$ cat config.mk
export PLATFORM = sky130hd
export DESIGN_NAME = aat_out_stage
export DESIGN_NICKNAME = d
export VERILOG_FILES = /design/src/rtl/aat_pkg.sv /design/src/rtl/aat_out_stage.sv
export SDC_FILE = /design/constraint.sdc
export NUM_CORES = 1
export LEC_CHECK = 0
export ABC_AREA = 1
export BUFFER_PORTS_ARGS = -buffer_cell sky130_fd_sc_hd__buf_4
export CAP_MARGIN = 0
export CORE_MARGIN = 1.5
export CORE_UTILIZATION = 36
export CTS_CLUSTER_SIZE = 14
export DETAILED_ROUTE_END_ITERATION = 12
export PLACE_DENSITY_LB_ADDON = 0.1
export SLEW_MARGIN = 25
export SYNTH_ARGS = -nofsm -noshare
export SYNTH_HDL_FRONTEND = slang
export SYNTH_SLANG_ARGS = --single-unit
export TNS_END_PERCENT = 100
$ cat constraint.sdc
create_clock -name clk -period 3.9 [get_ports clk]
set_input_delay 0.78 -clock clk [delete_from_list [all_inputs] [get_ports clk]]
set_output_delay 0.78 -clock clk [all_outputs]
set_load 0.02 [all_outputs]
$ cat src/rtl/aat_pkg.sv
`timescale 1ns / 1ps
// ----------------------------------------------------------------------------
// aat_pkg: shared types and constants for the box transform core
// Widths of the fixed-point data path and the lane bundles passed between
// pipeline stages.
// ----------------------------------------------------------------------------
package aat_pkg;

	// Width of every input and output coordinate (signed fixed point).
	localparam int DATA_W = 32;
	// Full-precision product of two coordinates.
	localparam int PROD_W = 2 * DATA_W;
	// Sum of three products without overflow.
	localparam int SUM_W = PROD_W + 1;
	// Local axes x, y and z.
	localparam int LANES = 3;
	// Default number of fraction bits.
	localparam int FRAC_BITS_DEF = 16;

	// Input beat layout: position of each field in s_tdata, in DATA_W units.
	localparam int ROW_POS = 0;
	localparam int SHIFT_POS = 3;
	localparam int LO_POS = 4;
	localparam int HI_POS = 7;
	localparam int IN_FIELDS = 10;

	typedef logic [LANES-1:0][DATA_W-1:0] vec3_t;
	typedef logic [LANES-1:0][PROD_W-1:0] prod3_t;

endpackage

$ cat src/rtl/aat_out_stage.sv
`timescale 1ns / 1ps
// ----------------------------------------------------------------------------
// aat_out_stage: fourth pipeline stage, scaling and saturation
// Drops the fraction bits of each sum (floor), adds the translation and
// clamps to the signed 32-bit range. Its register is the output register.
// ----------------------------------------------------------------------------
module aat_out_stage #(
	parameter int FRAC_BITS = aat_pkg::FRAC_BITS_DEF
) (
	input  logic                        clk,
	input  logic                        arst_n,
	input  logic                        in_valid,
	output logic                        in_ready,
	input  logic [aat_pkg::SUM_W-1:0]   sum_min,
	input  logic [aat_pkg::SUM_W-1:0]   sum_max,
	input  logic [aat_pkg::DATA_W-1:0]  in_shift,
	output logic                        out_valid,
	input  logic                        out_ready,
	output logic [aat_pkg::DATA_W-1:0]  axis_min,
	output logic [aat_pkg::DATA_W-1:0]  axis_max
);

	localparam int SHR_W = aat_pkg::SUM_W - FRAC_BITS;
	localparam int RES_W = SHR_W + 1;
	localparam int EXT_W = RES_W - aat_pkg::DATA_W;

	logic                       valid_s4;
	logic [aat_pkg::DATA_W-1:0] axis_min_s4;
	logic [aat_pkg::DATA_W-1:0] axis_max_s4;
	logic [RES_W-1:0]           shift_ext;
	logic [RES_W-1:0]           res_min;
	logic [RES_W-1:0]           res_max;

	// Clamp a wide signed value into the output range.
	function automatic logic [aat_pkg::DATA_W-1:0] sat_out(input logic [RES_W-1:0] v);
		logic [EXT_W:0] top;
		logic           fits;
		top  = v[RES_W-1:aat_pkg::DATA_W-1];
		fits = (&top) || !(|top);
		if (fits) begin
			sat_out = v[aat_pkg::DATA_W-1:0];
		end else if (v[RES_W-1]) begin
			sat_out = {1'b1, {(aat_pkg::DATA_W-1){1'b0}}};
		end else begin
			sat_out = {1'b0, {(aat_pkg::DATA_W-1){1'b1}}};
		end
	endfunction

	assign in_ready = !valid_s4 || out_ready;

	// Floor shift is a part-select of the sum; the translation is added unscaled.
	always_comb begin
		shift_ext = {{EXT_W{in_shift[aat_pkg::DATA_W-1]}}, in_shift};
		res_min = {sum_min[aat_pkg::SUM_W-1], sum_min[aat_pkg::SUM_W-1:FRAC_BITS]} + shift_ext;
		res_max = {sum_max[aat_pkg::SUM_W-1], sum_max[aat_pkg::SUM_W-1:FRAC_BITS]} + shift_ext;
	end

	// Output valid bit.
	always_ff @(posedge clk or negedge arst_n) begin
		if (!arst_n) begin
			valid_s4 <= 1'b0;
		end else if (in_ready) begin
			valid_s4 <= in_valid;
		end
	end

	// Output data registers.
	always_ff @(posedge clk) begin
		if (in_ready && in_valid) begin
			axis_min_s4 <= sat_out(res_min);
			axis_max_s4 <= sat_out(res_max);
		end
	end

	assign out_valid = valid_s4;
	assign axis_min  = axis_min_s4;
	assign axis_max  = axis_max_s4;

`ifndef SYNTHESIS
	// Bounds stay ordered through scaling and clamping.
	a_bound_order: assert property (@(posedge clk) disable iff (!arst_n)
		valid_s4 |-> ($signed(axis_min_s4) <= $signed(axis_max_s4)))
		else $error("axis minimum exceeds axis maximum");

	// A loaded beat is presented on the next cycle.
	a_load_shows: assert property (@(posedge clk) disable iff (!arst_n)
		(in_valid && in_ready) |=> valid_s4)
		else $error("loaded output beat not presented");
`endif

endmodule

==> results_dict.tcl <==
set metrics [dict create \
    status "finished, final reports clean" \
    hold_violations 0 \
    synth_cell_types 41 \
    finalNetCount 2633 \
    crit_arrival_ns 3.66 \
    syn-cell-area_mm2 0.01171 \
    ir_drop_uv 212.2 \
    io_pins 232 \
    crit_path_top_delay_cell "ha_1" \
    synth_top_area_cell "nand2_1" \
    critPathMaxFanout 31 \
    internal_power_mw 2.212 \
    grt_pass1_wl_um 67810 \
    antenna_cells 0 \
    place_ws_ns 0.05097 \
    holdBufCountCts 0 \
    place_congestion 0.9845 \
    insertion_delay_ns 0.35 \
    synth_top_area_share_pct 31.23 \
    die_area_mm2 0.03361 \
    die_h_um 183.3 \
    startpoint "sum_max[35]" \
    cts_resized 0 \
    synth_cells 2140 \
    routedWlPerCell_um 16.01 \
    p_comb_share_pct 51.6 \
    reg2reg_depth 2 \
    start_util_pct 36.82 \
    ys_seq_area_share_pct 16.63 \
    dp_hpwl_um 39330 \
    post_synth.cell_area_avg_um2 5.471 \
    start_kind "input pin" \
    postLayoutCellArea_mm2 0.01421 \
    grt_usage_pct 26.62 \
    maxSlewViolCount 0 \
    synthTopCellsByArea "nand2_1, edfxtp_1, inv_1" \
    slew_headroom_pct 39.50 \
    port_buffers 199 \
    tightest_slew_ns 0.9075 \
    r2r_end "axis_max[20]" \
    path_clk_slew_ns 0.07 \
    chipWidth_um 183.3 \
    drtIter0Drc 1048 \
    switchingPower_mw 1.678 \
    finalSetupTns_ns 0 \
    crit_type "in -> reg" \
    cpMostUsedCell "nand2_1" \
    via_per_inst 4.842 \
    grt_pass1_vias 12330 \
    post_dp_cell_area_mm2 0.01387 \
    critPathMaxStageDelay_ns 0.38 \
    clockBufferDepth 2 \
    antenna_found_initial 0 \
    final-setup-viol-count 0 \
    core-area_mm2 0.03180 \
    p_sw_share_pct 43.13 \
    crit_required_ns 4.00 \
    numCtsBuffers 9 \
    drive_gt1_share_pct 13.07 \
    ctsHtreeMaxLevel 3 \
    ant_nets 0 \
    layout_min_cycle_time_ns 3.563 \
    hp-class "in -> async" \
    drtPass1Iterations 6 \
    end_kind "flop" \
    reg2reg_slack_ns 2.18 \
    overflow 0 \
    vias 13590 \
    p_seq_share_pct 23.0 \
    ys_ff_latch 65 \
    maxCapViolCount 0 \
    async_reset_ff_share_pct 1.538 \
    max_freq_ghz 0.2807 \
    timing.rr.start "out_valid" \
    grt_max_degree 65 \
    cts.sinks 65 \
    yosysWarnings 0 \
    rows 65 \
    area_growth_pct 21.41 \
    p_leak_nw 8.185 \
    synthFlopType "edfxtp_1" \
    skew_ns 0.01236 \
    cts_tree "built" \
    timing.final.ws_setup_ns 0.3371 \
    synth_nets 2406 \
    cts-root-buf "clkbuf_16" \
    path_cells "buf_4 > ha_1 > nand2_1 > nor2_1 > and2_2 > nand3b_1 > nand3_1 > nand2_1 > nand3_1 > nand2_1 > nor2_1 > nand2_1 > nor2_1 > nand3_2 > nand3_2 > buf_12 > nand2_1" \
    drc 0 \
    period_share_pct 91.36 \
    powerDensity_mw_per_mm2 273.7 \
    routed_wl_um 44930 \
    synth_edf_count 64 \
    post-cts-setup-buffers 0 \
    grt_setup_unrepaired "no" \
    clkPwrFrac_pct 25.4 \
]
[layout make-up]
type / instances / area [um2]
fill: 3581 / 17590
multi-input combinational: 1664 / 8115
sequential: 65 / 1947
timing repair buffer: 229 / 1769
inverter: 398 / 1494
tap: 435 / 544.3
clock buffer: 9 / 225.2
clock inverter: 7 / 118.9
[routing by layer]
layer  vias up  wire length [um]  track usage, %
met5         -                 0               0
met4         0               853           6.656
li1       7011                 -               -
met2       476             17890           39.16
met3        34              3049           3.018
met1      6071             23140           40.70
[through the flow]
| step | instances | total power [mW] | hold WS (ns) | util (%) |
|---|---|---|---|---|
| floorplan | 2140 | 2.187 | 0.4844 | - |
| global placement | 2791 | 2.882 | 0.5558 | 43.62 |
| detailed placement | 2791 | 2.893 | 0.5610 | 43.62 |
| CTS | 2807 | 3.894 | 0.1781 | 44.70 |
| global route | 2807 | 4.156 | 0.1801 | 44.70 |
| finish | 2807 | 3.890 | 0.1866 | 44.70 |
[state kept, by name, indices dropped and copies added, names as in the netlist]
name / flops
out_valid: 1
axis_min: 32
axis_max: 32
[power groups by stage]
stage | logic, mW | clock network [mW] | registers, mW
after detailed placement | 1.98 | 0 | 0.909
after global routing | 2.23 | 1.03 | 0.900
final | 2.01 | 0.988 | 0.894
after global placement | 1.97 | 0 | 0.909
after floorplan | 1.19 | 0 | 0.993
after CTS | 1.99 | 1.01 | 0.895
[cell families after synthesis]
logic type	Yosys count	share of synthesized area [%]
DFF	65	16.63
xor gates and xnor gates	58	4.339
buffers and inverters	411	14.15
and+or+nand+nor	1393	48.70
adders and majority gates	100	10.82
AOI/OAI and AO/OA	113	5.365
[Yosys cell counts, types with 12 or more instances]
cell type / n
xor2_1: 43
xnor2_1: 15
edfxtp_1: 64
nor2_2: 28
nor2_1: 196
o21bai_1: 12
o21ai_0: 12
ha_1: 98
nand3_1: 117
nand2_2: 15
inv_1: 392
a21oi_1: 70
nand2_1: 974
nand4_1: 25
[worst max-delay path, delay by kind of cell]
kind	cells	cell delay, ns
adders and majority gates	1	0.38
buffers and inverters	2	0.30
and+or+nand+nor	14	2.18
[cell usage in the layout (no fill, tap or decap), drive strengths merged, types with 9 or more instances in the layout]
cell type / instances
nand4: 25
inv: 395
ha: 98
nor3: 9
a31oi: 9
clkbuf: 9
o21bai: 12
nor2: 224
a21oi: 71
nand2: 991
edfxtp: 64
o21ai: 15
xnor2: 15
buf: 229
nand3: 125
xor2: 43
[worst max-delay path by stage]
stage	to	cells past startpoint
floorplan	axis_max[0]	2
global placement	axis_max[13]	18
detailed placement	axis_min[25]	19
CTS	axis_max[13]	19
global route	axis_max[3]	16
finish	axis_max[16]	17
No activity file was read; power rests on OpenSTA's default activity.
