===== src/rtl/aat_pkg.sv =====
`timescale 1ns / 1ps
// ----------------------------------------------------------------------------
// aat_pkg: shared types and constants for the box transform core
// Widths of the fixed-point data path and the lane bundles passed between
// pipeline stages.
// ----------------------------------------------------------------------------
package aat_pkg;

	// Width of every input and output coordinate (signed fixed point).
	localparam int DATA_W = 32;
	// Full-precision product of two coordinates.
	localparam int PROD_W = 2 * DATA_W;
	// Sum of three products without overflow.
	localparam int SUM_W = PROD_W + 1;
	// Local axes x, y and z.
	localparam int LANES = 3;
	// Default number of fraction bits.
	localparam int FRAC_BITS_DEF = 16;

	// Input beat layout: position of each field in s_tdata, in DATA_W units.
	localparam int ROW_POS = 0;
	localparam int SHIFT_POS = 3;
	localparam int LO_POS = 4;
	localparam int HI_POS = 7;
	localparam int IN_FIELDS = 10;

	typedef logic [LANES-1:0][DATA_W-1:0] vec3_t;
	typedef logic [LANES-1:0][PROD_W-1:0] prod3_t;

endpackage


===== src/rtl/aat_sel_stage.sv =====
`timescale 1ns / 1ps
// ----------------------------------------------------------------------------
// aat_sel_stage: second pipeline stage, per-axis extremes
// Picks the smaller and the larger of the two corner products of each lane.
// ----------------------------------------------------------------------------
module aat_sel_stage (
	input  logic                        clk,
	input  logic                        arst_n,
	input  logic                        in_valid,
	output logic                        in_ready,
	input  aat_pkg::prod3_t             prod_lo,
	input  aat_pkg::prod3_t             prod_hi,
	input  logic [aat_pkg::DATA_W-1:0]  in_shift,
	output logic                        out_valid,
	input  logic                        out_ready,
	output aat_pkg::prod3_t             pmin,
	output aat_pkg::prod3_t             pmax,
	output logic [aat_pkg::DATA_W-1:0]  out_shift
);

	logic                       valid_s2;
	aat_pkg::prod3_t            pmin_s2;
	aat_pkg::prod3_t            pmax_s2;
	logic [aat_pkg::DATA_W-1:0] shift_s2;
	aat_pkg::prod3_t            pmin_d;
	aat_pkg::prod3_t            pmax_d;

	assign in_ready = !valid_s2 || out_ready;

	// One signed compare per lane steers both selections.
	always_comb begin
		for (int j = 0; j < aat_pkg::LANES; j++) begin
			if ($signed(prod_lo[j]) < $signed(prod_hi[j])) begin
				pmin_d[j] = prod_lo[j];
				pmax_d[j] = prod_hi[j];
			end else begin
				pmin_d[j] = prod_hi[j];
				pmax_d[j] = prod_lo[j];
			end
		end
	end

	// Stage valid bit.
	always_ff @(posedge clk or negedge arst_n) begin
		if (!arst_n) begin
			valid_s2 <= 1'b0;
		end else if (in_ready) begin
			valid_s2 <= in_valid;
		end
	end

	// Selected product registers.
	always_ff @(posedge clk) begin
		if (in_ready && in_valid) begin
			pmin_s2  <= pmin_d;
			pmax_s2  <= pmax_d;
			shift_s2 <= in_shift;
		end
	end

	assign out_valid = valid_s2;
	assign pmin      = pmin_s2;
	assign pmax      = pmax_s2;
	assign out_shift = shift_s2;

`ifndef SYNTHESIS
	// Every lane leaves this stage ordered.
	a_lane_order: assert property (@(posedge clk) disable iff (!arst_n)
		valid_s2 |-> ($signed(pmin_s2[0]) <= $signed(pmax_s2[0])) &&
			($signed(pmin_s2[1]) <= $signed(pmax_s2[1])) &&
			($signed(pmin_s2[2]) <= $signed(pmax_s2[2])))
		else $error("selected lane minimum exceeds maximum");
`endif

endmodule


===== config.mk =====
export PLATFORM = sky130hd
export DESIGN_NAME = aat_sel_stage
export DESIGN_NICKNAME = d
export VERILOG_FILES = /design/src/rtl/aat_pkg.sv /design/src/rtl/aat_sel_stage.sv
export SDC_FILE = /design/constraint.sdc
export NUM_CORES = 1
export LEC_CHECK = 0
export ABC_AREA = 1
export ABC_CLOCK_PERIOD_IN_PS = 20600
export BUFFER_PORTS_ARGS = -buffer_cell sky130_fd_sc_hd__buf_2
export CORE_AREA = 2 2 326 328
export CTS_CLUSTER_DIAMETER = 100
export DETAILED_ROUTE_END_ITERATION = 10
export DIE_AREA = 0 0 328 330
export GPL_TIMING_DRIVEN = 0
export MAX_ROUTING_LAYER = met4
export PLACE_DENSITY = 0.51
export SYNTH_ARGS = -nofsm -noshare
export SYNTH_HDL_FRONTEND = slang
export SYNTH_SLANG_ARGS = --single-unit

===== constraint.sdc =====
create_clock -name clk -period 20.6 [get_ports clk]
set_input_delay 1.03 -clock clk [delete_from_list [all_inputs] [get_ports clk]]
set_output_delay 1.03 -clock clk [all_outputs]
set_load 0.02 [all_outputs]

==> results.json, run 1 <==
{
  "worst_setup_path_start_kind": "primary input",
  "power_per_cell_area_nw_per_um2": 86.6,
  "setup_slack_ns": 17.03,
  "drt-initial-drc-count": 1793,
  "wl_per_cell_um": 20.9,
  "grt_pass1_vias": 21700,
  "worst_skew_pair.late_latency_ns": 0.62,
  "cp.arrival_ns": 3.90,
  "comb_power_share_pct": 25.7,
  "path_class": "primary input to flip-flop",
  "cp.required_ns": 20.94,
  "layout.cells.non_filler": 4906,
  "gp_congestion": 0.902,
  "setup_viol": 0,
  "vias": 22800,
  "die_h_um": 330,
  "cts_inserted_buffers": 52,
  "p_sw_uw": 901,
  "cts_tree": "yes",
  "track_usage_pct": 18.6,
  "synthDistinctLibCells": 27,
  "seq_power_share_pct": 39.0,
  "cts_resized": 0,
  "drtAntennaViolNets": 0,
  "cp-end-kind": "flip-flop",
  "syn_nets": 3146,
  "hpwl_um": 83200,
  "slew_viol_final": 0,
  "fin_skew_ns": 0.0179,
  "multi_input_area_um2": 9440,
  "firstDrtPassIters": 7,
  "layout-drive-gt1-share_pct": 29.4,
  "finalWirelength_um": 102000,
  "final_cell_mix": "904 x buf_2, 778 x nand3_1, 544 x nand2_1, 416 x edfxtp_1, 229 x inv_1",
  "status": "finished clean",
  "finalSetupTns_ns": 0,
  "overflow": 0,
  "finalCritPeriodShare_pct": 17.3,
  "area_growth_pct": 35.0,
  "via_per_inst": 4.64,
  "io_pins": 838,
  "postSynthCellCount": 2537,
  "max_freq_ghz": 0.280,
  "clockBufferDepth": 3,
  "ys_seq_elements": 417,
  "die_area_um2": 108000,
  "grt_pass1_wl_um": 145000,
  "cts_setup_buffers": 0,
  "placed_cells": 4784,
  "holdWs_ns": 0.171,
  "layout_commonest_cell": "buf_2",
  "tightest_slew_ns": 0.651,
  "num_rows": 119,
  "core_um2": 105000,
  "clockRootBuffer": "clkbuf_16",
  "hold_viol_final": 0,
  "drc": 0,
  "grt_setup_unrepaired": "false",
  "fillers": 11100,
  "ir_drop_mv": 0.0670,
  "synth-seq-area-share_pct": 53.2,
  "antenna_found_initial": 35,
  "syn_area_per_cell_um2": 9.28,
  "clkSlewWorstSetupHoldPaths_ns": 0.06,
  "internal-power_uw": 1850,
  "initial_core_util_pct": 22.5,
  "syn-cell-area_um2": 23500,
  "finalNetCount": 4056,
  "worstHoldPathType": "primary input to async pin",
  "seqCellArea_um2": 12500,
  "holdBufCountCts": 0,
  "grt_max_degree": 29,
  "relSlewSlack_pct": 56.6,
  "min_period_ns": 3.57,
  "ys.warnings.count": 0,
  "die_w_um": 328,
  "dpl_cell_area_um2": 29900,
  "path_max_fanout": 10,
  "netSwitchingFraction_pct": 32.8,
  "final_cell_area_um2": 31800,
  "maxCapViolations": 0,
  "io_buffers": 837,
  "p_leak_uw": 0.0154,
  "cts.sinks": 417,
  "h-tree-depth": 2,
  "clock_power_share_pct": 35.3,
  "dpl_worst_slack_ns": 16.43
}
## worst paths after layout
check,start,to,slack (ns),cells after the start
max,prod_hi[119],pmin[101]$_DFFE_PP_,17.03,16
min,arst_n,out_valid$_DFFE_PN0N_,0.17,1
max reg2reg,out_valid$_DFFE_PN0N_,pmin[119]$_DFFE_PP_,17.87,8
min reg2reg,out_valid$_DFFE_PN0N_,out_valid$_DFFE_PN0N_,0.59,2
max in group asynchronous,arst_n,out_valid$_DFFE_PN0N_,20.34,1
min in group clk,in_shift[1],out_shift[1]$_DFFE_PP_,0.58,1
## critical path: stages
cell	delay, ns
buf_2	0.11
inv_1	0.05
ha_1	0.29
nand2_1	0.07
nor2_1	0.24
nand4_1	0.13
nor3b_1	0.40
nand3_1	0.12
nand2_1	0.13
nor2_1	0.09
nand2_2	0.13
nand2_1	0.34
buf_2	0.34
buf_2	0.22
nand3_1	0.09
nand2_1	0.13
## area by class of cell
cell class,count,area share (%)
flip-flops and latches,417,39.4
multi-input cells,1733,29.7
repair buffers,856,14.6
well taps,1391,5.48
clock buffers,60,4.19
inverters,231,2.73
plain buffers,156,2.25
clock inverters,35,1.38
diodes,27,0.213
## synth_stat cells
cell type	n	share of area (%)
a21o_1	1	0.032
a21oi_1	97	2.1
buf_2	67	1.4
buf_4	6	0.19
buf_6	3	0.14
clkbuf_1	80	1.3
dfrtp_1	1	0.11
edfxtp_1	416	53
ha_1	189	10
inv_1	229	3.7
inv_2	2	0.032
nand2_1	544	8.7
nand2_2	3	0.080
nand2_4	3	0.14
nand3_1	778	17
nand3_2	2	0.085
nand3b_1	2	0.064
nand4_1	12	0.32
nor2_1	51	0.81
nor2_2	1	0.027
nor2_4	1	0.048
nor3_1	7	0.15
nor3b_1	2	0.064
nor4_1	2	0.053
o211ai_1	3	0.096
o21a_1	3	0.096
o21ai_0	32	0.68
## registers in the layout, indices dropped and copies added (netlist names)
| signal | count |
|---|---|
| pmax | 192 |
| out_shift | 32 |
| out_valid | 1 |
| pmin | 192 |
## metrics by stage
step                power, uW  util [%]
global placement         1810      28.1
CTS                      2780      30.3
global route             2880      30.3
detailed placement       1790      28.6
floorplan                1510         -
finish                   2750      30.3
## routing by layer
metal | global-route usage (%) | vias to the layer above | wire length (um)
li1 | - | 10800 | -
met1 | 22.6 | 10800 | 41100
met2 | 30.0 | 1041 | 48900
met4 | 5.10 | 0 | 2750
met5 | - | - | 0
met3 | 5.38 | 155 | 9710
## power groups by stage
stage          Combinational (uW)  Clock, uW  Sequential, uW
6_report                      708        971            1070
5_1_grt                       777       1030            1080
4_1_cts                       708       1000            1070
3_5_place_dp                  706          0            1090
3_3_place_gp                  687          0            1120
2_1_floorplan                 303          0            1210
## cell families (layout without fill, tap and decap cells)
kind of cell / count (synthesis) / count (layout) / share of synthesized area (%)
simple gates: 1408 / 1408 / 27.1
flops: 417 / 417 / 53.2
buf+inv: 387 / 1338 / 6.72
fa+ha+maj: 189 / 189 / 10.0
compound gates: 136 / 136 / 2.97
other cells: 0 / 27 / 0
(Power assumes the default switching activity.)
==> run 2, diff against run 1 <==
- ABC_CLOCK_PERIOD_IN_PS: 20600 -> 2900
- clock period: 20.6 -> 2.9 ns (I/O delays scaled with it)
==> results.json, run 2 (same netlist as run 1, synthesis figures left out) <==
{
  "hpwl_um": 82700,
  "die_h_um": 330,
  "antenna_found_initial": 23,
  "path_max_fanout": 10,
  "grt_pass1_wl_um": 156000,
  "clockRootBuffer": "clkbuf_16",
  "gp_congestion": 0.926,
  "layout_commonest_cell": "buf_2",
  "overflow": 0,
  "ir_drop_mv": 0.444,
  "hold_viol_final": 0,
  "finalWirelength_um": 109000,
  "io_pins": 838,
  "vias": 25100,
  "max_freq_ghz": 0.356,
  "comb_power_share_pct": 28.5,
  "clockBufferDepth": 3,
  "path_class": "primary input to flip-flop",
  "slowest_delay_ns": 0.57,
  "tightest_slew_ns": 0.665,
  "clock_power_share_pct": 33.1,
  "grt_setup_unrepaired": "true",
  "finalNetCount": 4501,
  "clkSlewWorstSetupHoldPaths_ns": 0.06,
  "internal-power_uw": 13300,
  "area_growth_pct": 53.7,
  "worst_skew_pair.late_latency_ns": 0.62,
  "finalSetupTns_ns": 0,
  "worstHoldPathType": "primary input to flip-flop",
  "seq_power_share_pct": 38.3,
  "maxCapViolations": 0,
  "drc": 0,
  "grt_pass1_vias": 24400,
  "netSwitchingFraction_pct": 33.2,
  "crit_top_cell": "nand2_1",
  "placed_cells": 4782,
  "grt_max_degree": 32,
  "fillers": 10700,
  "initial_core_util_pct": 22.5,
  "p_leak_uw": 0.0173,
  "cp-end-kind": "flip-flop",
  "final_cell_mix": "901 x buf_2, 774 x nand3_1, 539 x nand2_1, 444 x dlygate4sd3_1, 416 x edfxtp_1",
  "setup_viol": 0,
  "multi_input_area_um2": 9560,
  "topRoutingLayerUsed": "met4",
  "slowest_stage": "dlygate4sd3_1",
  "cp.required_ns": 3.24,
  "p_sw_uw": 6580,
  "met1_length_um": 43200,
  "slew_viol_final": 0,
  "track_usage_pct": 19.7,
  "min_period_ns": 2.81,
  "via_per_inst": 4.69,
  "layout.cells.non_filler": 5344,
  "die_w_um": 328,
  "finalCritPeriodShare_pct": 96.9,
  "cts_tree": "yes",
  "wl_met2_um": 50700,
  "num_rows": 119,
  "status": "finished clean",
  "layout-drive-gt1-share_pct": 26.6,
  "core_um2": 105000,
  "firstDrtPassIters": 5,
  "worst_setup_path_start_kind": "primary input",
  "post-route-util_pct": 34.5,
  "drtAntennaViolNets": 0,
  "cp.arrival_ns": 3.15,
  "wl_per_cell_um": 20.4,
  "relSlewSlack_pct": 55.7,
  "drt-initial-drc-count": 2243,
  "power_per_cell_area_nw_per_um2": 549,
  "die_area_um2": 108000,
  "io_buffers": 837,
  "fin_skew_ns": 0.00958,
  "h-tree-depth": 2,
  "cp_cell_sequence": "dlygate4sd3_1 > buf_2 > ha_1 > a21oi_1 > nand2_1 > nand2_1 > nand2_1 > nand2_1 > nand2_1 > nand2_1 > nand2_1 > nand2_1 > nand3_2 > buf_2 > buf_2 > nand3_1 > nand2_1",
  "cts.sinks": 417,
  "reg2reg_depth": 7,
  "min_path_cells": 3,
  "seqCellArea_um2": 12500,
  "cts_inserted_buffers": 54,
  "wl_met3_um": 10500
}
[run 2: metal layers]
layer / track usage [%] / vias up
met3: 5.67 / 226
met2: 31.2 / 1283
met1: 23.5 / 11900
met5: - / -
li1: - / 11600
met4: 7.95 / 0
[run 2: area by class of cell]
cell class              count  area share (%)
diodes                     21           0.145
plain buffers             156            2.06
clock buffers              62            3.88
clock inverters            34           0.751
inverters                 231            2.40
multi-input cells        1734            26.4
flip-flops and latches    417            34.6
well taps                1391            4.81
repair buffers           1298            24.9
[run 2: path summary, 6_finish.rpt]
path	from	end	slack, ns
worst max-delay path	prod_lo[3]	pmin[55]$_DFFE_PP_	0.09
worst min-delay path	prod_hi[180]	pmin[180]$_DFFE_PP_	0.04
worst max register to register	out_valid$_DFFE_PN0N_	pmax[82]$_DFFE_PP_	0.18
worst min register to register	out_valid$_DFFE_PN0N_	pmin[16]$_DFFE_PP_	0.81
max in group asynchronous	arst_n	out_valid$_DFFE_PN0N_	2.40
min in group asynchronous	arst_n	out_valid$_DFFE_PN0N_	0.38
[run 2: timing repair]
action / CTS / global route
pin swaps: 1 / 2
endpoints found under the hold margin: 416 / 0
resized for setup: 0 / 58
cloned: 0 / 1
buffers inserted: 0 / 0
hold buffers: 444 / 0
setup endpoints to repair: 8 / 173
[run 2: power by group through the flow]
stage,clock (uW),sequential [uW],combinational [uW]
3_3_place_gp,0,7860,4910
2_1_floorplan,0,8520,2150
5_1_grt,6970,7650,6170
3_5_place_dp,0,7720,5020
4_1_cts,6780,7610,5580
6_report,6580,7610,5670
[run 2: worst max-delay path: cells and delay by family]
kind,cells,cell delay (ns)
buffers and inverters,4,1.28
and+or+nand+nor,11,1.25
AOI/OAI and AO/OA,1,0.15
adders and majority gates,1,0.31
[run 2: metrics by stage]
step,instance area (um^2),total power (uW),setup WS [ns],hold WS (ns)
final,36200,19900,0.0912,0.0439
after global routing,36200,20800,-0.0387,0.0136
after CTS,36000,20000,0.00231,0.0000799
after detailed placement,29800,12700,-0.617,-0.0787
after global placement,29500,12800,-8.89,-0.0805
after floorplan,23500,10700,-4.83,-0.151
