===== src/rtl/aat_pkg.sv =====
`timescale 1ns / 1ps
// ----------------------------------------------------------------------------
// aat_pkg: shared types and constants for the box transform core
// Widths of the fixed-point data path and the lane bundles passed between
// pipeline stages.
// ----------------------------------------------------------------------------
package aat_pkg;

	// Width of every input and output coordinate (signed fixed point).
	localparam int DATA_W = 32;
	// Full-precision product of two coordinates.
	localparam int PROD_W = 2 * DATA_W;
	// Sum of three products without overflow.
	localparam int SUM_W = PROD_W + 1;
	// Local axes x, y and z.
	localparam int LANES = 3;
	// Default number of fraction bits.
	localparam int FRAC_BITS_DEF = 16;

	// Input beat layout: position of each field in s_tdata, in DATA_W units.
	localparam int ROW_POS = 0;
	localparam int SHIFT_POS = 3;
	localparam int LO_POS = 4;
	localparam int HI_POS = 7;
	localparam int IN_FIELDS = 10;

	typedef logic [LANES-1:0][DATA_W-1:0] vec3_t;
	typedef logic [LANES-1:0][PROD_W-1:0] prod3_t;

endpackage


===== src/rtl/aat_sum_stage.sv =====
`timescale 1ns / 1ps
// ----------------------------------------------------------------------------
// aat_sum_stage: third pipeline stage, lane sums
// Adds the three selected products of each bound at full precision.
// ----------------------------------------------------------------------------
module aat_sum_stage (
	input  logic                        clk,
	input  logic                        arst_n,
	input  logic                        in_valid,
	output logic                        in_ready,
	input  aat_pkg::prod3_t             pmin,
	input  aat_pkg::prod3_t             pmax,
	input  logic [aat_pkg::DATA_W-1:0]  in_shift,
	output logic                        out_valid,
	input  logic                        out_ready,
	output logic [aat_pkg::SUM_W-1:0]   sum_min,
	output logic [aat_pkg::SUM_W-1:0]   sum_max,
	output logic [aat_pkg::DATA_W-1:0]  out_shift
);

	logic                       valid_s3;
	logic [aat_pkg::SUM_W-1:0]  sum_min_s3;
	logic [aat_pkg::SUM_W-1:0]  sum_max_s3;
	logic [aat_pkg::DATA_W-1:0] shift_s3;
	logic [aat_pkg::SUM_W-1:0]  sum_min_d;
	logic [aat_pkg::SUM_W-1:0]  sum_max_d;

	assign in_ready = !valid_s3 || out_ready;

	// Three-operand adds on sign-extended products.
	always_comb begin
		sum_min_d = {pmin[0][aat_pkg::PROD_W-1], pmin[0]}
			+ {pmin[1][aat_pkg::PROD_W-1], pmin[1]}
			+ {pmin[2][aat_pkg::PROD_W-1], pmin[2]};
		sum_max_d = {pmax[0][aat_pkg::PROD_W-1], pmax[0]}
			+ {pmax[1][aat_pkg::PROD_W-1], pmax[1]}
			+ {pmax[2][aat_pkg::PROD_W-1], pmax[2]};
	end

	// Stage valid bit.
	always_ff @(posedge clk or negedge arst_n) begin
		if (!arst_n) begin
			valid_s3 <= 1'b0;
		end else if (in_ready) begin
			valid_s3 <= in_valid;
		end
	end

	// Sum registers.
	always_ff @(posedge clk) begin
		if (in_ready && in_valid) begin
			sum_min_s3 <= sum_min_d;
			sum_max_s3 <= sum_max_d;
			shift_s3   <= in_shift;
		end
	end

	assign out_valid = valid_s3;
	assign sum_min   = sum_min_s3;
	assign sum_max   = sum_max_s3;
	assign out_shift = shift_s3;

endmodule


===== config.mk =====
export PLATFORM = sky130hd
export DESIGN_NAME = aat_sum_stage
export DESIGN_NICKNAME = d
export VERILOG_FILES = /design/src/rtl/aat_pkg.sv /design/src/rtl/aat_sum_stage.sv
export SDC_FILE = /design/constraint.sdc
export NUM_CORES = 1
export LEC_CHECK = 0
export ABC_AREA = 1
export BUFFER_PORTS_ARGS = -buffer_cell sky130_fd_sc_hd__buf_4
export CORE_AREA = 3 3 228 230
export DETAILED_ROUTE_END_ITERATION = 10
export DIE_AREA = 0 0 231 233
export HOLD_SLACK_MARGIN = 0.1
export PLACE_DENSITY = 0.66
export SLEW_MARGIN = 20
export SYNTH_ARGS = -nofsm -noshare
export SYNTH_HDL_FRONTEND = slang
export SYNTH_SLANG_ARGS = --single-unit

===== constraint.sdc =====
create_clock -name clk -period 26.5 [get_ports clk]
set_clock_uncertainty 0.05 [all_clocks]
set_input_delay 2.65 -clock clk [delete_from_list [all_inputs] [get_ports clk]]
set_output_delay 2.65 -clock clk [all_outputs]
set_load 0.01 [all_outputs]

==> results of run 1 <==
==> kinds of logic after synthesis <==
family	count (synthesis)	share of synthesized area (%)
and+or+nand+nor	1652	35.0
AOI/OAI and AO/OA	91	2.44
buffers and inverters	650	12.7
xor gates and xnor gates	64	2.91
adders and majority gates	256	21.7
DFF	163	25.4
==> Yosys cell counts (all sizes together) <==
| cell | count |
|---|---|
| a21oi | 81 |
| clkinv | 7 |
| dfrtp | 1 |
| edfxtp | 162 |
| fa | 130 |
| ha | 126 |
| inv | 643 |
| nand2 | 1238 |
| nand3 | 116 |
| nand4 | 26 |
| nor2 | 240 |
| nor3 | 28 |
| nor4 | 4 |
| o21ai | 4 |
| o21bai | 6 |
| xor2 | 64 |
==> worst min path at each step <==
stage / depth (start not counted) / start / end
finish: 2 / out_valid / out_valid
global route: 2 / out_valid / out_valid
CTS: 2 / out_valid / out_valid
detailed placement: 2 / out_valid / out_valid
global placement: 2 / out_valid / out_valid
floorplan: 2 / out_valid / out_valid
==> per-layer routing <==
layer	global-route usage (%)	vias to the layer above	part of all wire [%]
li1	-	9856	-
met2	45.1	587	51
met5	0	-	0
met4	8.62	0	3.1
met3	4.26	96	5.8
met1	29.5	8751	40
==> layout make-up <==
class	instances	area, µm²
Sequential cell	163	4890
Clock inverter	14	165
Timing Repair Buffer	584	4400
Clock buffer	18	429
Tap cell	672	841
Inverter	650	2440
Multi-Input combinational cell	2063	12000
Fill cell	5190	24900
==> worst register-to-register path: stages (launching register included) <==
cell and delay (ps):
sky130_fd_sc_hd__dfrtp_1 420, sky130_fd_sc_hd__a21oi_4 180, sky130_fd_sc_hd__buf_12 510
==> power by group through the flow <==
| stage | logic [mW] | clock network [mW] | registers (mW) |
|---|---|---|---|
| 6_report | 0.793 | 0.266 | 0.368 |
| 5_1_grt | 0.890 | 0.282 | 0.372 |
| 4_1_cts | 0.793 | 0.273 | 0.369 |
| 3_5_place_dp | 0.789 | 0 | 0.374 |
| 3_3_place_gp | 0.784 | 0 | 0.374 |
| 2_1_floorplan | 0.457 | 0 | 0.397 |
==> registers in the layout (all words and copies together), names as in the netlist <==
register and count:
sum_max 65, out_valid 1, out_shift 32, sum_min 65
==> per-stage QoR <==
step	cells	power (mW)
after floorplan	2876	0.854
after global placement	4132	1.16
after detailed placement	4132	1.16
after CTS	4164	1.43
after global routing	4164	1.54
final	4164	1.43
==> impl_summary.md, run 1 <==
Power and ir drop
Net switching is 45.2% of the power. Of the total power, registers draw 25.8%. The combinational share of power is 55.6%. In this run the power spent charging and discharging nets is 0.645 mW. The power per cell area is 56.8 nW/µm². In this run, the clock network consumes 18.6% of the power.

Across the VDD grid, the largest voltage drop is 0.0475 mV. In this run the static leakage power is 14.1 nW. The cell-internal power is 0.782 mW.

Routing
The count of TritonRoute iterations in the first routing pass is 6. The iteration-0 DRC count of the detailed router is 1329. After detailed routing, the total wire length is 67000 µm. The routed length per instance is 16.1 µm.

After detailed routing, the number of vias per cell comes to 4.63. The number of nets with antenna violations after detailed routing is 0. For this run, design rule violations remaining after detail routing come to 0. The routed via count is 19300.

Synth
Counting every net in the synthesized netlist gives 3552. During synthesis, Yosys emitted a total of 0 warnings. The mapped netlist covers 19300 µm².

Yosys attributes the largest share of cell area to sky130_fd_sc_hd__edfxtp_1, sky130_fd_sc_hd__nand2_1, sky130_fd_sc_hd__fa_1, sky130_fd_sc_hd__inv_1, sky130_fd_sc_hd__ha_1. The cell count after synthesis is 2876. Counting distinct cell types in the post-synthesis netlist gives 22. The mean cell area of the mapped netlist is 6.70 µm². The largest total area in the synthesized netlist belongs to sky130_fd_sc_hd__edfxtp_1. After synthesis, flip-flops and latches occupy 25.4% of the total area.

The proportion of netlist area held by the largest area contributor is 25.2%. The number of storage elements in the synthesis netlist is 163.

Clock network
The sink count of the clock tree is 163. The cell chosen for the clock root is sky130_fd_sc_hd__clkbuf_16. The number of buffers added for setup after CTS is 0.

The CTS tree is done. The source-to-sink clock delay at the later pin of the worst-skew pair is 480 ps. Clock tree synthesis inserted a total of 17 buffers. CTS built an H-tree with a depth of 4. The number of gates resized after CTS was 0.

The total of hold buffers inserted after clock tree synthesis is 0. The maximum clock path buffer count is 2. After clock tree synthesis, the clock-pin slew on the worst setup and hold paths is 60 ps.

Outcome
The run finished with clean final reports.

Timing
The worst max-slew margin expressed relative to the limit is 21.6%. Static timing analysis puts the maximum clock frequency at 173 MHz. The final number of setup-violating endpoints is 0.

After layout, the minimum clock period comes to 5770 ps. The number of hold-slack violations in the final timing report is 0. The smallest setup slack after layout is 20730 ps. On the final layout, the worst hold slack is 533 ps. Setup repair after global routing left no endpoint under its margin.

In the final timing run, aggregate negative setup slack is 0 ps. The slew at the pin closest to its max-slew limit is 1180 ps. The max-slew violation count was 0.

Of the available clock period, the critical path in the final layout requires 21.8%.

Worst setup path
The critical path goes through buf_4 > inv_1 > nand2_1 > buf_4. The startpoint of the lowest-slack register-to-register path is out_valid. In this run the worst setup path terminates at in_ready. The peak fanout along the critical path is 2. The path depth of the worst reg2reg path is 2. The endpoint identified for the worst register-to-register timing path is sum_max[50]. STA classifies the critical path endpoint as a primary output. At the worst endpoint, the arrival time is 3070 ps.

The kind of cell with the highest combined delay along the critical path is buffers and inverters. The type of origin of the critical path is a primary input. STA puts the critical path data required time at 23800 ps.

The slowest stage cell on the critical path is sky130_fd_sc_hd__buf_4. Counting both buffers and inverters, the worst setup path holds a total of 3. The worst setup slack for register-to-register paths is 24600 ps. The most common cell type on the critical path is sky130_fd_sc_hd__buf_4.

The critical path runs through a total of 4 cells. The critical path starts at out_ready. The critical path's largest stage delay is 140 ps.

The path type of the worst setup path is primary input to primary output.

Global route
The first global-routing pass estimated 103000 µm of wire. The leftover overflow at the end of global routing is 0. The combined global-route utilization of all metal layers is 24.8%. The number of global-route vias before repair was 19000. Entering global routing, the biggest net connects 163 pins. The initial antenna violation count is 0.

Floorplanning
The die covers 53800 µm². The number of top-level pins is 584. The initialized floorplan defines 82 standard-cell rows. The chip height is 233 µm.

In this run the horizontal extent of the chip is 231 µm. The effective utilization at floorplan is 38.5%. The floorplan step defined a core boundary enclosing 50100 µm².

Placement
The total cell area at the placement stage is 24500 µm². The post-detailed-placement half-perimeter wirelength is 58600 µm. The minimum setup slack after placement is 20730 ps. The count of input and output buffers is 583. The congestion estimate from routability-driven global placement came to 0.957.

Layout
The number of nets in the finished design is 4155. The most common library cell in the layout ignoring fill and taps is sky130_fd_sc_hd__nand2_1. The post-route netlist has 20.3% of its cells at a drive strength greater than 1. The count of antenna diodes in the layout is 0.

In the layout the commonest cells are sky130_fd_sc_hd__nand2_1, sky130_fd_sc_hd__inv_1, sky130_fd_sc_hd__buf_4. The layout overhead on the synthesized area is 30.3%. The final core area utilization is 50.2%. With fillers left out, the area of the finished cells amounts to 25100 µm².

Flow run
The tool flagged a number of max-cap violations equal to 0.

Min path
The worst min-delay path category is flop to flop.
Power figures use the tool's default switching activity.
==> run 2: changes to the inputs <==
--- a/config.mk
+++ b/config.mk
@@ -7,11 +7,11 @@
 export LEC_CHECK = 0
 export ABC_AREA = 1
 export BUFFER_PORTS_ARGS = -buffer_cell sky130_fd_sc_hd__buf_4
-export CORE_AREA = 3 3 228 230
+export CORE_AREA = 3 3 224 226
 export DETAILED_ROUTE_END_ITERATION = 10
-export DIE_AREA = 0 0 231 233
+export DIE_AREA = 0 0 227 229
 export HOLD_SLACK_MARGIN = 0.1
-export PLACE_DENSITY = 0.66
+export PLACE_DENSITY = 0.68
 export SLEW_MARGIN = 20
 export SYNTH_ARGS = -nofsm -noshare
 export SYNTH_HDL_FRONTEND = slang
==> constraint.sdc (replaced) <==
create_clock -name clk -period 5.6 [get_ports clk]
set_clock_uncertainty 0.05 [all_clocks]
set_input_delay 0.56 -clock clk [delete_from_list [all_inputs] [get_ports clk]]
set_output_delay 0.56 -clock clk [all_outputs]
set_load 0.01 [all_outputs]
==> run 2 against run 1 <==
Net effect: count of clock-buffer cells in the layout down 1; worst hold slack worse by 340 ps; core utilization up 1.4 points; total power rose to 4.7 times the previous value; critical path depth up 8; sequential cell count unchanged; sequential share of layout area up 0.063 points; clock power rose to 4.5 times the previous value; critical endpoint is now sum_max[58]; highest routed layer unchanged.
==> impl_summary.md, run 2 (synthesized netlist as in run 1, its figures left out) <==
Layout
The area of all placed cells without fillers is 25000 µm² (-0.32%). The fraction of layout cells with a size suffix above 1 is 20.3% (about the same). The number of nets in the finished design is 4156 (+0.024%). The final core area utilization is 51.6% (+1.4 points). The count of antenna diodes in the layout is 0 (unchanged). The fill cell instance count of the final layout was 4956 (-4.5%). In the layout the commonest cells are sky130_fd_sc_hd__nand2_1, sky130_fd_sc_hd__inv_1, sky130_fd_sc_hd__buf_4. The most common library cell in the layout ignoring fill and taps is sky130_fd_sc_hd__nand2_1. Compared with the post-synthesis result, the final layout area differs by 29.9%.

Power and ir drop
The combinational share of power came to 56.0% (+0.4 points). The cell-internal power is 3.65 mW (+370%). The static power due to leakage is 14.1 nW (about the same). The clock network power share came to 17.9% (-0.7 points). The switching power as a share of total power was 45.7% (+0.47 points). The power per cell area is 269 nW/µm² (+370%). The maximum vdd ir drop is 0.160 mV (+240%). The reported net switching power is 3.07 mW (+380%). The sequential group share of total power was 26.1% (+0.3 points).

Clock network
The cell sitting at the root of the clock tree is a sky130_fd_sc_hd__clkbuf_16. The source-to-sink clock delay at the later pin of the worst-skew pair is 490 ps (about the same). The number of buffers created by CTS is 17 (unchanged).

The sink count of the clock tree is 163 (unchanged). The number of buffers added for setup after CTS came to 0 (unchanged). TritonCTS built the clock tree. The clock-pin slew on the worst setup and hold paths came to 70 ps (about the same).

The total of hold buffers inserted after clock tree synthesis is 1 (+1). The post-cts gate resize count came to 0 (unchanged). The maximum clock path buffer count was 2 (unchanged).

The number of H-tree levels is 4 (unchanged).

Placement
The total cell area at the placement stage is 24500 µm² (-0.26%). The post-detailed-placement half-perimeter wirelength is 59400 µm (+1.3%). The weighted congestion at the end of routability-driven global placement is 0.993 (+3.8%). The count of input and output buffers is 583 (unchanged).

Worst setup path
STA classifies the critical path endpoint as a flop. The required time of the critical path came to 5800 ps (-18000 ps). The path type of the worst setup path is primary input to flop. The signal arrival time at the worst endpoint came to 2950 ps (-120 ps). The peak fanout along the critical path came to 4 (+2).

The worst setup path is launched from a primary input.

Global route
The first-pass GRT wire length is 103000 µm (+0.81%). The leftover overflow at the end of global routing is 0 (unchanged). The number of global-route vias before repair is 19200 (+1.3%). The initial antenna violation count is 0 (unchanged). The combined global-route utilization of all metal layers is 26.0% (+1.2 points). The largest net degree at the start of global routing is 163 (unchanged).

Timing
The number of hold-slack violations in the final timing report came to 0 (unchanged). The final number of setup-violating endpoints is 0 (unchanged). Of the available clock period, the critical path in the final layout requires 49.3%. The slew at the pin closest to its max-slew limit was 1250 ps (+75.0 ps).

Derived from the worst setup path, the maximum achievable clock frequency is 363 MHz. The max-slew violation count is 0 (unchanged). Setup repair after global routing left no endpoint under its margin.

Counting I/O delays and the setup requirement, the final critical path takes 2760 ps. The final total negative setup slack is 0 ps (unchanged). The worst max-slew margin expressed relative to the limit was 16.6% (-5.0 points).

Routing
The post-detailed-route DRC marker count came to 0 (unchanged). The count of TritonRoute iterations in the first routing pass is 5 (-1). The routed length per instance is 16.5 µm (+2.6%). The via-per-instance ratio is 4.65 (+0.45%).

The routed via count is 19100 (-0.73%). The iteration-0 DRC count of the detailed router is 1298 (-2.3%). The number of nets with antenna violations after detailed routing is 0 (unchanged). The routed wire length is 67900 µm (+1.3%).

Floorplanning
The effective utilization at floorplan came to 39.7% (+1.2 points). The chip width came to 227 µm (-1.7%). The area of the placeable core is 48500 µm² (-3.0%).

The chip height was 229 µm (-1.7%). The cell row count is 81 (-1.2%). The number of top-level pins is 584 (unchanged). The die footprint is 52000 µm² (-3.4%).

Flow run
The total of max-cap violations is 0 (unchanged).

Min path
The worst min-delay path category is primary input to flop.

Outcome
The flow ran to the end, and the final reports show no timing, DRC or antenna violations.
[run 2: changes by cell type in the layout (fill, tap and decap cells not counted)]
cell	before	now
sky130_fd_sc_hd__bufinv_16	1	0
sky130_fd_sc_hd__clkbuf_1	1	0
sky130_fd_sc_hd__clkinv_1	7	8
sky130_fd_sc_hd__clkinv_2	0	1
sky130_fd_sc_hd__clkinvlp_4	1	2
sky130_fd_sc_hd__dlygate4sd3_1	0	1
sky130_fd_sc_hd__inv_8	3	2
[run 2: path summary, 6_finish.rpt]
| check | startpoint | endpoint | slack (ps) | cells after the start |
|---|---|---|---|---|
| setup / recovery | pmax[6] | sum_max[58] | 2840 | 12 |
| hold / removal | in_shift[4] | out_shift[4] | 190 | 1 |
| setup reg to reg | out_valid | out_shift[6] | 3620 | 2 |
| hold reg to reg | out_valid | out_valid | 530 | 2 |
| max in group asynchronous | arst_n | out_valid | 5090 | 2 |
| min in group asynchronous | arst_n | out_valid | 320 | 2 |
[run 2: metal layers]
metal  track usage [%]  share of wire [%]  vias to the layer above
met3              3.90                5.7                       83
met4              8.41                2.9                        0
met2              47.4                 51                      554
met5                 0                  0                        -
li1                  -                  -                     9831
met1              31.0                 41                     8681
[run 2: layout make-up]
type	instances	area, µm²	area share (%)
Timing Repair Buffer	585	4410	17.6
Multi-Input combinational cell	2063	12000	47.8
Clock buffer	17	425	1.70
Tap cell	622	778	3.11
Inverter	650	2440	9.74
Sequential cell	163	4890	19.5
Clock inverter	15	140	0.560
[run 2: worst max-delay path: stages]
cell	delay (ps)
sky130_fd_sc_hd__buf_4	120
sky130_fd_sc_hd__fa_1	480
sky130_fd_sc_hd__ha_1	370
sky130_fd_sc_hd__nand2_1	110
sky130_fd_sc_hd__nor2_1	330
sky130_fd_sc_hd__nand3_1	140
sky130_fd_sc_hd__nand3_1	240
sky130_fd_sc_hd__nand3_1	120
sky130_fd_sc_hd__nand2_1	220
sky130_fd_sc_hd__nand2_1	100
sky130_fd_sc_hd__nand3_1	80
sky130_fd_sc_hd__nand2_1	70
[run 2: stage by stage]
step,power [mW],hold slack [ps],worst slack [ps],std cells
after detailed placement,5.52,288,2330,4082
final,6.73,189,2840,4115
after CTS,6.75,153,2860,4115
after global routing,7.24,170,2610,4115
after floorplan,4.03,214,1770,2876
after global placement,5.51,285,2320,4082
[run 2: power by group through the flow]
stage | logic (mW) | clock network [mW] | registers, mW
finish | 3.77 | 1.21 | 1.75
global route | 4.20 | 1.27 | 1.77
CTS | 3.76 | 1.23 | 1.75
detailed placement | 3.74 | 0 | 1.78
global placement | 3.73 | 0 | 1.78
floorplan | 2.16 | 0 | 1.86
